**src/rtl/gsc_pkg.sv**
```systemverilog
// Shared constants for the Gray-Scott cell update pipeline.
`default_nettype none

package gsc_pkg;

  // default number of fraction bits of the fixed-point formats
  localparam int FRAC_BITS_DEF = 16;

  // number of input fields: centre and four neighbors for each of the two species
  localparam int NUM_FIELDS = 10;

  // guard bits above FRAC_BITS for the intermediate values
  localparam int LAP_EXTRA    = 4;   // raw five-point sum, signed
  localparam int SCALED_EXTRA = 8;   // Laplacian after spacing scale, signed
  localparam int DELTA_EXTRA  = 10;  // rate of change per species, signed

  // configuration register indexes
  localparam int REG_IDX_W = 3;
  localparam logic [REG_IDX_W-1:0] REG_TIME_STEP      = 3'd0;
  localparam logic [REG_IDX_W-1:0] REG_DIFFUSION_U    = 3'd1;
  localparam logic [REG_IDX_W-1:0] REG_DIFFUSION_V    = 3'd2;
  localparam logic [REG_IDX_W-1:0] REG_FEED_RATE      = 3'd3;
  localparam logic [REG_IDX_W-1:0] REG_KILL_RATE      = 3'd4;
  localparam logic [REG_IDX_W-1:0] REG_INV_SPACING_SQ = 3'd5;

endpackage

`default_nettype wire

```
**src/rtl/gsc_integrate.sv**
```systemverilog
// Back stages: time step scale, Euler add and output clamps.
`default_nettype none

module gsc_integrate #(
  parameter int FRAC_BITS = gsc_pkg::FRAC_BITS_DEF
) (
  input  wire logic                                        clk,
  input  wire logic                                        rst,
  input  wire logic                                        in_valid,
  output logic                                             in_ready,
  input  wire logic signed [FRAC_BITS+gsc_pkg::DELTA_EXTRA-1:0] delta_u,
  input  wire logic signed [FRAC_BITS+gsc_pkg::DELTA_EXTRA-1:0] delta_v,
  input  wire logic [FRAC_BITS:0]                          u_val,
  input  wire logic [FRAC_BITS:0]                          v_val,
  input  wire logic [FRAC_BITS-1:0]                        time_step,
  output logic                                             out_valid,
  input  wire logic                                        out_ready,
  output logic [FRAC_BITS:0]                               u_next,
  output logic [FRAC_BITS:0]                               v_next
);
  import gsc_pkg::*;

  localparam int FB = FRAC_BITS;
  localparam int VW = FB + 1;
  localparam int DW = FB + DELTA_EXTRA;
  localparam int AW = DW + 1;
  localparam logic [VW-1:0] U_LIMIT = VW'(3) << (FB - 1);
  localparam logic [VW-1:0] V_LIMIT = VW'(1) << FB;

  // stage A: scale each rate by dt
  logic signed [DW+FB:0] tu_prod, tv_prod;

  assign tu_prod = $signed({1'b0, time_step}) * delta_u;
  assign tv_prod = $signed({1'b0, time_step}) * delta_v;

  logic                 sa_vld;
  logic signed [DW-1:0] sa_tu, sa_tv;
  logic [VW-1:0]        sa_u, sa_v;
  logic                 ena, enb;

  assign enb      = !out_valid || out_ready;
  assign ena      = !sa_vld || enb;
  assign in_ready = ena;

  always_ff @(posedge clk) begin
    if (rst) begin
      sa_vld <= 1'b0;
    end else if (ena) begin
      sa_vld <= in_valid;
    end
  end

  always_ff @(posedge clk) begin
    if (ena) begin
      sa_tu <= $signed(tu_prod[FB+DW-1:FB]);
      sa_tv <= $signed(tv_prod[FB+DW-1:FB]);
      sa_u  <= u_val;
      sa_v  <= v_val;
    end
  end

  // stage B: add to the old value and clamp
  logic signed [AW-1:0] su, sv;
  logic [VW-1:0]        u_clamp, v_clamp;

  assign su = $signed(AW'(sa_u)) + AW'(sa_tu);
  assign sv = $signed(AW'(sa_v)) + AW'(sa_tv);

  always_comb begin
    if (su < 0) begin
      u_clamp = '0;
    end else if (su > $signed(AW'(U_LIMIT))) begin
      u_clamp = U_LIMIT;
    end else begin
      u_clamp = su[VW-1:0];
    end
    if (sv < 0) begin
      v_clamp = '0;
    end else if (sv > $signed(AW'(V_LIMIT))) begin
      v_clamp = V_LIMIT;
    end else begin
      v_clamp = sv[VW-1:0];
    end
  end

  always_ff @(posedge clk) begin
    if (rst) begin
      out_valid <= 1'b0;
    end else if (enb) begin
      out_valid <= sa_vld;
    end
  end

  always_ff @(posedge clk) begin
    if (enb) begin
      u_next <= u_clamp;
      v_next <= v_clamp;
    end
  end

endmodule

`default_nettype wire

```
**config.mk**
```make
export PLATFORM = sky130hd
export DESIGN_NAME = gsc_integrate
export DESIGN_NICKNAME = d
export VERILOG_FILES = /design/src/rtl/gsc_pkg.sv /design/src/rtl/gsc_integrate.sv
export SDC_FILE = /design/constraint.sdc
export NUM_CORES = 2
export LEC_CHECK = 0
export ABC_AREA = 1
export BUFFER_PORTS_ARGS = -buffer_cell sky130_fd_sc_hd__buf_2
export CORE_MARGIN = 1
export CORE_UTILIZATION = 45
export CTS_BUF_LIST = sky130_fd_sc_hd__clkbuf_4 sky130_fd_sc_hd__clkbuf_8 sky130_fd_sc_hd__clkbuf_16
export CTS_CLUSTER_DIAMETER = 50
export CTS_CLUSTER_SIZE = 30
export DETAILED_ROUTE_END_ITERATION = 16
export GPL_ROUTABILITY_DRIVEN = 0
export PLACE_DENSITY_LB_ADDON = 0.2
export RECOVER_POWER = 50
export SKIP_LAST_GASP = 1
export SLEW_MARGIN = 20
export SYNTH_ARGS = -nofsm -noshare
export SYNTH_HDL_FRONTEND = slang
export SYNTH_SLANG_ARGS = --single-unit
```
**constraint.sdc**
```tcl
create_clock -name clk -period 6.03 [get_ports clk]
set_clock_uncertainty 0.1 [all_clocks]
set_input_delay 0 -clock clk [delete_from_list [all_inputs] [get_ports clk]]
set_output_delay 0 -clock clk [all_outputs]
set_load 0.05 [all_outputs]
```
==> flow_summary.ini <==
[status]
status = finished with violations
violations = max-capacitance violations, max-slew violations

[yosys]
netlist_instances = 4911
ys_ff_latch = 122
syn_nets = 6049
synth-edff-count = 120
synth_seq_area_share_pct = 9.57
synth_area_um2 = 38100
ys_types = 47
syn_area_per_cell_um2 = 7.76
synthFlopType = edfxtp_1
yosysWarnings = 0
synth_async_sr_flop_share_pct = 0

[layout]
stdcell_count = 6137
nNetsFinal = 6128
areaGrowthSynthToFinish_pct = 8.08
layout-drive-gt1-share_pct = 5.44
utilization_pct = 49.2

[sta]
slew_viol_final = 81
finalCritPeriodShare_pct = 92.8
layout_min_cycle_time_ns = 5.60
setup_slack_ns = 0.435
max_freq_ghz = 0.179
tightestPinTransition_ns = 2.24
rsz0062_at_grt = no
setup_viol = 0
holdWs_ns = 0.173
hold_violations = 0
max_slew_margin_pct = -49.5

[drt]
ant_nets = 0
drt_iter0_markers = 2155
wire_per_inst_um = 16.7
vias = 30100
drc = 0
wl_um = 102000
first_pass_iters = 5
viasPerCell = 4.91

[global_route]
overflow = 0
grt_usage_pct = 25.2
antenna_found_initial = 3
grt_pass1_vias = 31600
grt_max_degree = 53
grt_first_pass_wirelength_um = 169000

[clock_network]
clock_sinks = 122
clk_latency_ns = 0.45
clockRootBuffer = clkbuf_16
postCtsSetupBuffers = 0
path_clk_slew_ns = 0.07
clockBufferDepth = 2
htree_levels = 4
tritoncts = built
cts_buffers = 17

[floorplan]
start_util_pct = 45.5
core-area_um2 = 83700
design.portCount = 142
fp.dieW_um = 293
std_cell_rows = 106
die_y_um = 293
dieArea_um2 = 85800

[setup_path]
crit_required_ns = 6.13
path_max_fanout = 16
crit_path_end_kind = flip-flop
cp-start-kind = input pin
crit_type = input pin to flip-flop
worstPathArrival_ns = 5.69

[flow_run]
max_cap_violations = 2

[min_path]
hold_path.class = input pin to flip-flop

[placement]
port_buffers = 141
place_inst = 6069
dp_hpwl_um = 83000
place_ws_ns = -0.00700
metrics by stage:
step / area, um^2 / TNS, ns
floorplan: 38100 / 0
global placement: 40300 / 0
detailed placement: 40300 / -0.00700
CTS: 41200 / 0
global route: 41200 / 0
finish: 41200 / 0
flip-flops by register name (all words and copies together) (netlist names):
register,cells
sa_tu,26
sa_tv,26
sa_u,17
sa_v,17
u_next,17
v_next,17
out_valid,1
sa_vld,1
Yosys cell counts (36+ instances only):
library cell / number / share of area (%)
nand2_1: 1319 / 13
clkbuf_1: 195 / 1.9
fa_1: 798 / 42
xnor2_1: 36 / 0.83
xor2_1: 43 / 0.99
edfxtp_1: 120 / 9.5
nand3_1: 83 / 1.1
nand4_1: 41 / 0.67
ha_1: 234 / 7.7
nor2_1: 190 / 1.9
inv_1: 1496 / 15
o21ai_0: 52 / 0.68
a21oi_1: 115 / 1.5
critical path, stage by stage:
cell and delay [ns]:
buf_2 0.43, nand2_1 0.18, fa_1 0.54, fa_1 0.52, fa_1 0.51, inv_1 0.06, fa_1 0.49, fa_1 0.49
inv_1 0.05, fa_1 0.47, inv_1 0.04, ha_1 0.33, a21oi_1 0.23, o21ai_0 0.24, a21oi_1 0.21, o21ai_0 0.10
a21oi_1 0.44, o21ai_0 0.18, xor2_1 0.16
repair_timing:
| item | CTS | global route |
|---|---|---|
| gates resized for setup | 0 | 0 |
| hold buffers | 36 | 0 |
| hold endpoints to repair | 36 | 0 |
logic make-up after synthesis:
kind of cell | Yosys count | share of synthesized area (%)
buf+inv | 1698 | 16.8
fa+ha+maj | 1032 | 49.6
simple gates | 1727 | 18.3
flops | 122 | 9.57
compound gates | 252 | 3.82
xor+xnor | 80 | 1.86
metal layers:
| layer | part of all wire (%) | up-vias | GRT usage, % |
|---|---|---|---|
| met5 | 0.024 | - | 0 |
| met4 | 1.8 | 4 | 5.22 |
| met3 | 7.2 | 114 | 3.59 |
| met2 | 45 | 955 | 39.9 |
| met1 | 46 | 14900 | 36.6 |
| li1 | - | 14100 | - |
cells in the final DEF (no fill, tap or decap), types with 10 or more instances in the layout:
master            n
dlygate4sd3_1    36
a31oi_1          27
buf_2           100
a21oi_1         115
ha_1            234
o21ai_0          52
clkbuf_16        17
buf_4            63
a21o_1           14
xnor2_1          36
o21bai_1         10
nand3_1          83
nand4_1          41
nor3_1           15
nor2_1          190
buf_12           17
clkbuf_1         42
nor2_2           29
nand3b_1         14
edfxtp_1        120
fa_1            798
nand2_2          14
nand2_1        1319
xor2_1           43
inv_1          1496
final timing paths:
path,depth (start not counted),startpoint,to,slack [ns]
worst max-delay path,19,delta_v[19],sa_tv[24],0.43
worst min-delay path,2,u_val[15],sa_u[15],0.17
worst max register to register,4,out_valid,sa_vld,2.38
worst min register to register,2,sa_vld,out_valid,0.35
area by class of cell:
cell class | instances | area (um^2)
Timing Repair Buffer | 258 | 1830
Clock buffer | 19 | 440
Fill cell | 8327 | 42500
Multi-Input combinational cell | 3091 | 28100
Antenna cell | 1 | 2.50
Inverter | 1500 | 5630
Clock inverter | 12 | 151
Sequential cell | 122 | 3640
Tap cell | 1134 | 1420
Power is left out: the tool's default activity adds up to more than one toggle a clock period on the data nets, which glitch-free logic cannot reach.
