$ cat src/rtl/gsc_pkg.sv
// Shared constants for the Gray-Scott cell update pipeline.
`default_nettype none

package gsc_pkg;

  // default number of fraction bits of the fixed-point formats
  localparam int FRAC_BITS_DEF = 16;

  // number of input fields: centre and four neighbors for each of the two species
  localparam int NUM_FIELDS = 10;

  // guard bits above FRAC_BITS for the intermediate values
  localparam int LAP_EXTRA    = 4;   // raw five-point sum, signed
  localparam int SCALED_EXTRA = 8;   // Laplacian after spacing scale, signed
  localparam int DELTA_EXTRA  = 10;  // rate of change per species, signed

  // configuration register indexes
  localparam int REG_IDX_W = 3;
  localparam logic [REG_IDX_W-1:0] REG_TIME_STEP      = 3'd0;
  localparam logic [REG_IDX_W-1:0] REG_DIFFUSION_U    = 3'd1;
  localparam logic [REG_IDX_W-1:0] REG_DIFFUSION_V    = 3'd2;
  localparam logic [REG_IDX_W-1:0] REG_FEED_RATE      = 3'd3;
  localparam logic [REG_IDX_W-1:0] REG_KILL_RATE      = 3'd4;
  localparam logic [REG_IDX_W-1:0] REG_INV_SPACING_SQ = 3'd5;

endpackage

`default_nettype wire

$ cat src/rtl/gsc_rates.sv
// Middle stages: diffusion scale and the per-species rate of change.
`default_nettype none

module gsc_rates #(
  parameter int FRAC_BITS = gsc_pkg::FRAC_BITS_DEF
) (
  input  wire logic                                         clk,
  input  wire logic                                         rst,
  input  wire logic                                         in_valid,
  output logic                                              in_ready,
  input  wire logic signed [FRAC_BITS+gsc_pkg::SCALED_EXTRA-1:0] lap_u,
  input  wire logic signed [FRAC_BITS+gsc_pkg::SCALED_EXTRA-1:0] lap_v,
  input  wire logic [FRAC_BITS+2:0]                         uvv,
  input  wire logic signed [FRAC_BITS+1:0]                  feed_term,
  input  wire logic [FRAC_BITS+1:0]                         fk_v,
  input  wire logic [FRAC_BITS:0]                           u_val,
  input  wire logic [FRAC_BITS:0]                           v_val,
  input  wire logic [FRAC_BITS-1:0]                         diffusion_u,
  input  wire logic [FRAC_BITS-1:0]                         diffusion_v,
  output logic                                              out_valid,
  input  wire logic                                         out_ready,
  output logic signed [FRAC_BITS+gsc_pkg::DELTA_EXTRA-1:0]  delta_u,
  output logic signed [FRAC_BITS+gsc_pkg::DELTA_EXTRA-1:0]  delta_v,
  output logic [FRAC_BITS:0]                                u_out,
  output logic [FRAC_BITS:0]                                v_out
);
  import gsc_pkg::*;

  localparam int FB = FRAC_BITS;
  localparam int VW = FB + 1;
  localparam int SW = FB + SCALED_EXTRA;
  localparam int DW = FB + DELTA_EXTRA;

  // stage A: diffusion coefficient times Laplacian
  logic signed [SW+FB:0] du_prod, dv_prod;

  assign du_prod = $signed({1'b0, diffusion_u}) * lap_u;
  assign dv_prod = $signed({1'b0, diffusion_v}) * lap_v;

  logic                 sa_vld;
  logic signed [SW-1:0] sa_dlu, sa_dlv;
  logic [FB+2:0]        sa_uvv;
  logic signed [FB+1:0] sa_feed;
  logic [FB+1:0]        sa_fkv;
  logic [VW-1:0]        sa_u, sa_v;
  logic                 ena, enb;

  assign enb      = !out_valid || out_ready;
  assign ena      = !sa_vld || enb;
  assign in_ready = ena;

  always_ff @(posedge clk) begin
    if (rst) begin
      sa_vld <= 1'b0;
    end else if (ena) begin
      sa_vld <= in_valid;
    end
  end

  always_ff @(posedge clk) begin
    if (ena) begin
      sa_dlu  <= $signed(du_prod[FB+SW-1:FB]);
      sa_dlv  <= $signed(dv_prod[FB+SW-1:FB]);
      sa_uvv  <= uvv;
      sa_feed <= feed_term;
      sa_fkv  <= fk_v;
      sa_u    <= u_val;
      sa_v    <= v_val;
    end
  end

  // stage B: combine diffusion, reaction and feed/kill terms
  logic signed [DW-1:0] du_sum, dv_sum;

  assign du_sum = DW'(sa_dlu) - $signed(DW'(sa_uvv)) + DW'(sa_feed);
  assign dv_sum = DW'(sa_dlv) + $signed(DW'(sa_uvv)) - $signed(DW'(sa_fkv));

  always_ff @(posedge clk) begin
    if (rst) begin
      out_valid <= 1'b0;
    end else if (enb) begin
      out_valid <= sa_vld;
    end
  end

  always_ff @(posedge clk) begin
    if (enb) begin
      delta_u <= du_sum;
      delta_v <= dv_sum;
      u_out   <= sa_u;
      v_out   <= sa_v;
    end
  end

endmodule

`default_nettype wire

$ cat config.mk
export PLATFORM = sky130hd
export DESIGN_NAME = gsc_rates
export DESIGN_NICKNAME = d
export VERILOG_FILES = /design/src/rtl/gsc_pkg.sv /design/src/rtl/gsc_rates.sv
export SDC_FILE = /design/constraint.sdc
export NUM_CORES = 2
export LEC_CHECK = 0
export ABC_AREA = 1
export BUFFER_PORTS_ARGS = -buffer_cell sky130_fd_sc_hd__buf_2
export CORE_MARGIN = 2
export CORE_UTILIZATION = 53
export DETAILED_ROUTE_END_ITERATION = 7
export GPL_ROUTABILITY_DRIVEN = 0
export PLACE_DENSITY = 0.7
export SKIP_CTS_REPAIR_TIMING = 1
export SYNTH_ARGS = -nofsm -noshare
export SYNTH_HDL_FRONTEND = slang
export SYNTH_SLANG_ARGS = --single-unit
$ cat constraint.sdc
create_clock -name clk -period 18.6 [get_ports clk]
set_input_delay 2.79 -clock clk [delete_from_list [all_inputs] [get_ports clk]]
set_output_delay 2.79 -clock clk [all_outputs]
set_load 0.05 [all_outputs]
==> impl_metrics.json <==
{
  "reg2reg_from": "sa_uvv[15]",
  "max-cap-violations": 0,
  "hold_viol": 0,
  "fin_worst_skew_ps": 19.6,
  "antenna_found_initial": 5,
  "via_per_inst": 5.06,
  "initial_core_util_pct": 53.7,
  "layout_common_cells": "inv_1 (1515), nand2_1 (1214), fa_1 (777)",
  "coreArea_mm2": 0.0747,
  "whs_path_depth": 0,
  "clk_latency_ps": 530,
  "ioPinCount": 261,
  "fp-row-count": 100,
  "cts_tree": "built",
  "wl_um": 99500,
  "fp.dieH_um": 279,
  "yosysSeqAreaShare_pct": 16.8,
  "syn-num-nets": 6048,
  "layout_min_cycle_time_ps": 8150,
  "cts-root-buf": "clkbuf_16",
  "synth-edff-count": 223,
  "yosys.cell_types.count": 41,
  "worstHoldEndpoint": "u_out[6]",
  "ant_nets": 0,
  "post-route-period-util_pct": 43.8,
  "critPathArrivalTime_ps": 8430,
  "drcViolationCount": 0,
  "syn_area_mm2": 0.0401,
  "ff2ff_path_depth": 9,
  "cp_max_fo": 24,
  "r2r_slack_ps": 15830,
  "slew_headroom_pct": 24.2,
  "nNetsFinal": 6181,
  "cts-buffers-inserted": 25,
  "vias": 30200,
  "track_usage_pct": 26.5,
  "cts_sinks": 225,
  "grt_max_degree": 88,
  "async_reset_ff_share_pct": 0,
  "drtIter0Drc": 1923,
  "clkTransAtPathRegs_ps": 60,
  "max_freq_mhz": 123,
  "hp-class": "flip-flop to flip-flop",
  "synthCells": 4849,
  "grt_pass1_vias": 32400,
  "critPathLaunchType": "input port",
  "overflow": 0,
  "drv_slew": 0,
  "worstMarginPinSlew_ps": 1140,
  "dr.pass1.iters": 7,
  "syn_to_final_growth_pct": 6.80,
  "htreeDepth": 1,
  "yosysTopAreaCellShare_pct": 38.8,
  "min_from": "sa_u[6]",
  "final_common_cell": "inv_1",
  "critPathKind": "input port to flip-flop",
  "ys_ff_latch": 225,
  "syn_avg_cell_area_um2": 8.28,
  "finalSetupViolCount": 0,
  "critPathRequiredTime_ps": 18880,
  "wl_per_cell_um": 16.7,
  "startpoint": "diffusion_u[2]",
  "grt_pass1_wl_um": 165000,
  "io_buffers": 260,
  "synth_flop_cell": "edfxtp_1",
  "synth_top_cell_by_area": "fa_1",
  "ys_top_cells_by_area": "fa_1 (39%), edfxtp_1 (17%), inv_1 (14%)",
  "finalSetupTns_ps": 0,
  "ctsLongestPathBuffers": 3,
  "die_area_mm2": 0.0779,
  "rsz0062_at_grt": "no",
  "yosys_warnings": 0,
  "endpoint_kind": "flip-flop",
  "worst_r2r_endpoint": "delta_v[20]",
  "drive_gt1_share_pct": 6.54,
  "fp.dieW_um": 279,
  "dp_hpwl_um": 81400,
  "status": "complete, no violations"
}
-- worst max-delay path, stage by stage --
cell	delay, ps
buf_2	440
nand2_1	240
fa_1	760
fa_1	490
inv_1	290
fa_1	510
fa_1	510
fa_1	490
inv_1	50
fa_1	470
inv_1	40
ha_1	360
nand2_1	120
nor2_1	160
nand2_1	100
nor2_1	150
nand4_1	210
nand4_1	150
nand2_1	70
-- layer usage --
metal | share of wire (%) | global-route usage, % | vias to the layer above
li1 | - | - | 14200
met1 | 40 | 34.0 | 14800
met2 | 49 | 46.1 | 1066
met3 | 6.7 | 3.60 | 219
met4 | 3.5 | 8.96 | 2
met5 | 0.018 | 0 | -
-- logic make-up (layout without fill, tap and decap cells) --
family | count (synthesis) | in the layout | share of synthesized area, %
buffers and inverters | 1676 | 1826 | 15.7
and+or+nand+nor | 1572 | 1572 | 15.5
adders and majority gates | 1026 | 1026 | 46.5
AOI/OAI and AO/OA | 272 | 272 | 3.82
DFF | 225 | 225 | 16.8
xor gates and xnor gates | 78 | 78 | 1.70
other | 0 | 4 | 0
-- metrics by stage --
step | std cells | hold WS, ps | util [%] | cell area (um^2) | setup WS (ps)
2_1_floorplan | 4849 | 400 | - | 40100 | 9520
3_3_place_gp | 5924 | 401 | 56.4 | 42100 | 10020
3_5_place_dp | 5924 | 405 | 56.4 | 42100 | 9950
4_1_cts | 5968 | 418 | 57.4 | 42900 | 10510
5_1_grt | 5972 | 420 | 57.4 | 42900 | 10150
6_report | 5972 | 418 | 57.4 | 42900 | 10450
-- worst max-delay path by stage --
stage	endpoint	cells past startpoint
floorplan	in_ready	2
global placement	sa_dlu[20]	22
detailed placement	sa_dlv[15]	18
CTS	sa_dlu[21]	19
global route	sa_dlv[20]	19
finish	sa_dlu[21]	19
-- sequential cells by signal (all words and copies together) (netlist names) --
register   cells
delta_u       26
delta_v       26
sa_dlu        24
sa_dlv        24
sa_uvv        19
sa_feed       18
sa_fkv        18
sa_u          17
sa_v          17
u_out         17
v_out         17
out_valid      1
sa_vld         1
-- cell type report --
class	count	area, um^2
Tap cell	969	1210
Inverter	1520	5710
Multi-Input combinational cell	2948	27100
Timing Repair Buffer	262	1320
Clock buffer	35	663
Fill cell	6733	31800
Antenna cell	4	10.0
Sequential cell	225	6740
Clock inverter	9	92.6
-- cell usage after synthesis, types with 2 or more instances --
master and number:
nor3_1 25, a21o_1 14, nor2_2 5, nand2_1 1215
a31oi_1 2, edfxtp_1 223, nand3b_1 7, nand4_1 21
nor2_4 2, clkbuf_1 156, nor4_1 4, and3_1 3
inv_2 5, xor2_1 54, nand2_2 9, ha_1 249
fa_1 777, nor3_2 2, o21a_1 7, nand3_1 87
o21ai_1 3, xnor2_1 24, a21oi_1 140, inv_1 1515
dfxtp_1 2, a21boi_0 8, a21oi_2 2, o21ai_0 72
nor2_1 188, o21bai_1 17
Power is not shown: default switching activity piles up to over one toggle a cycle in this logic, so the estimate is an artifact.
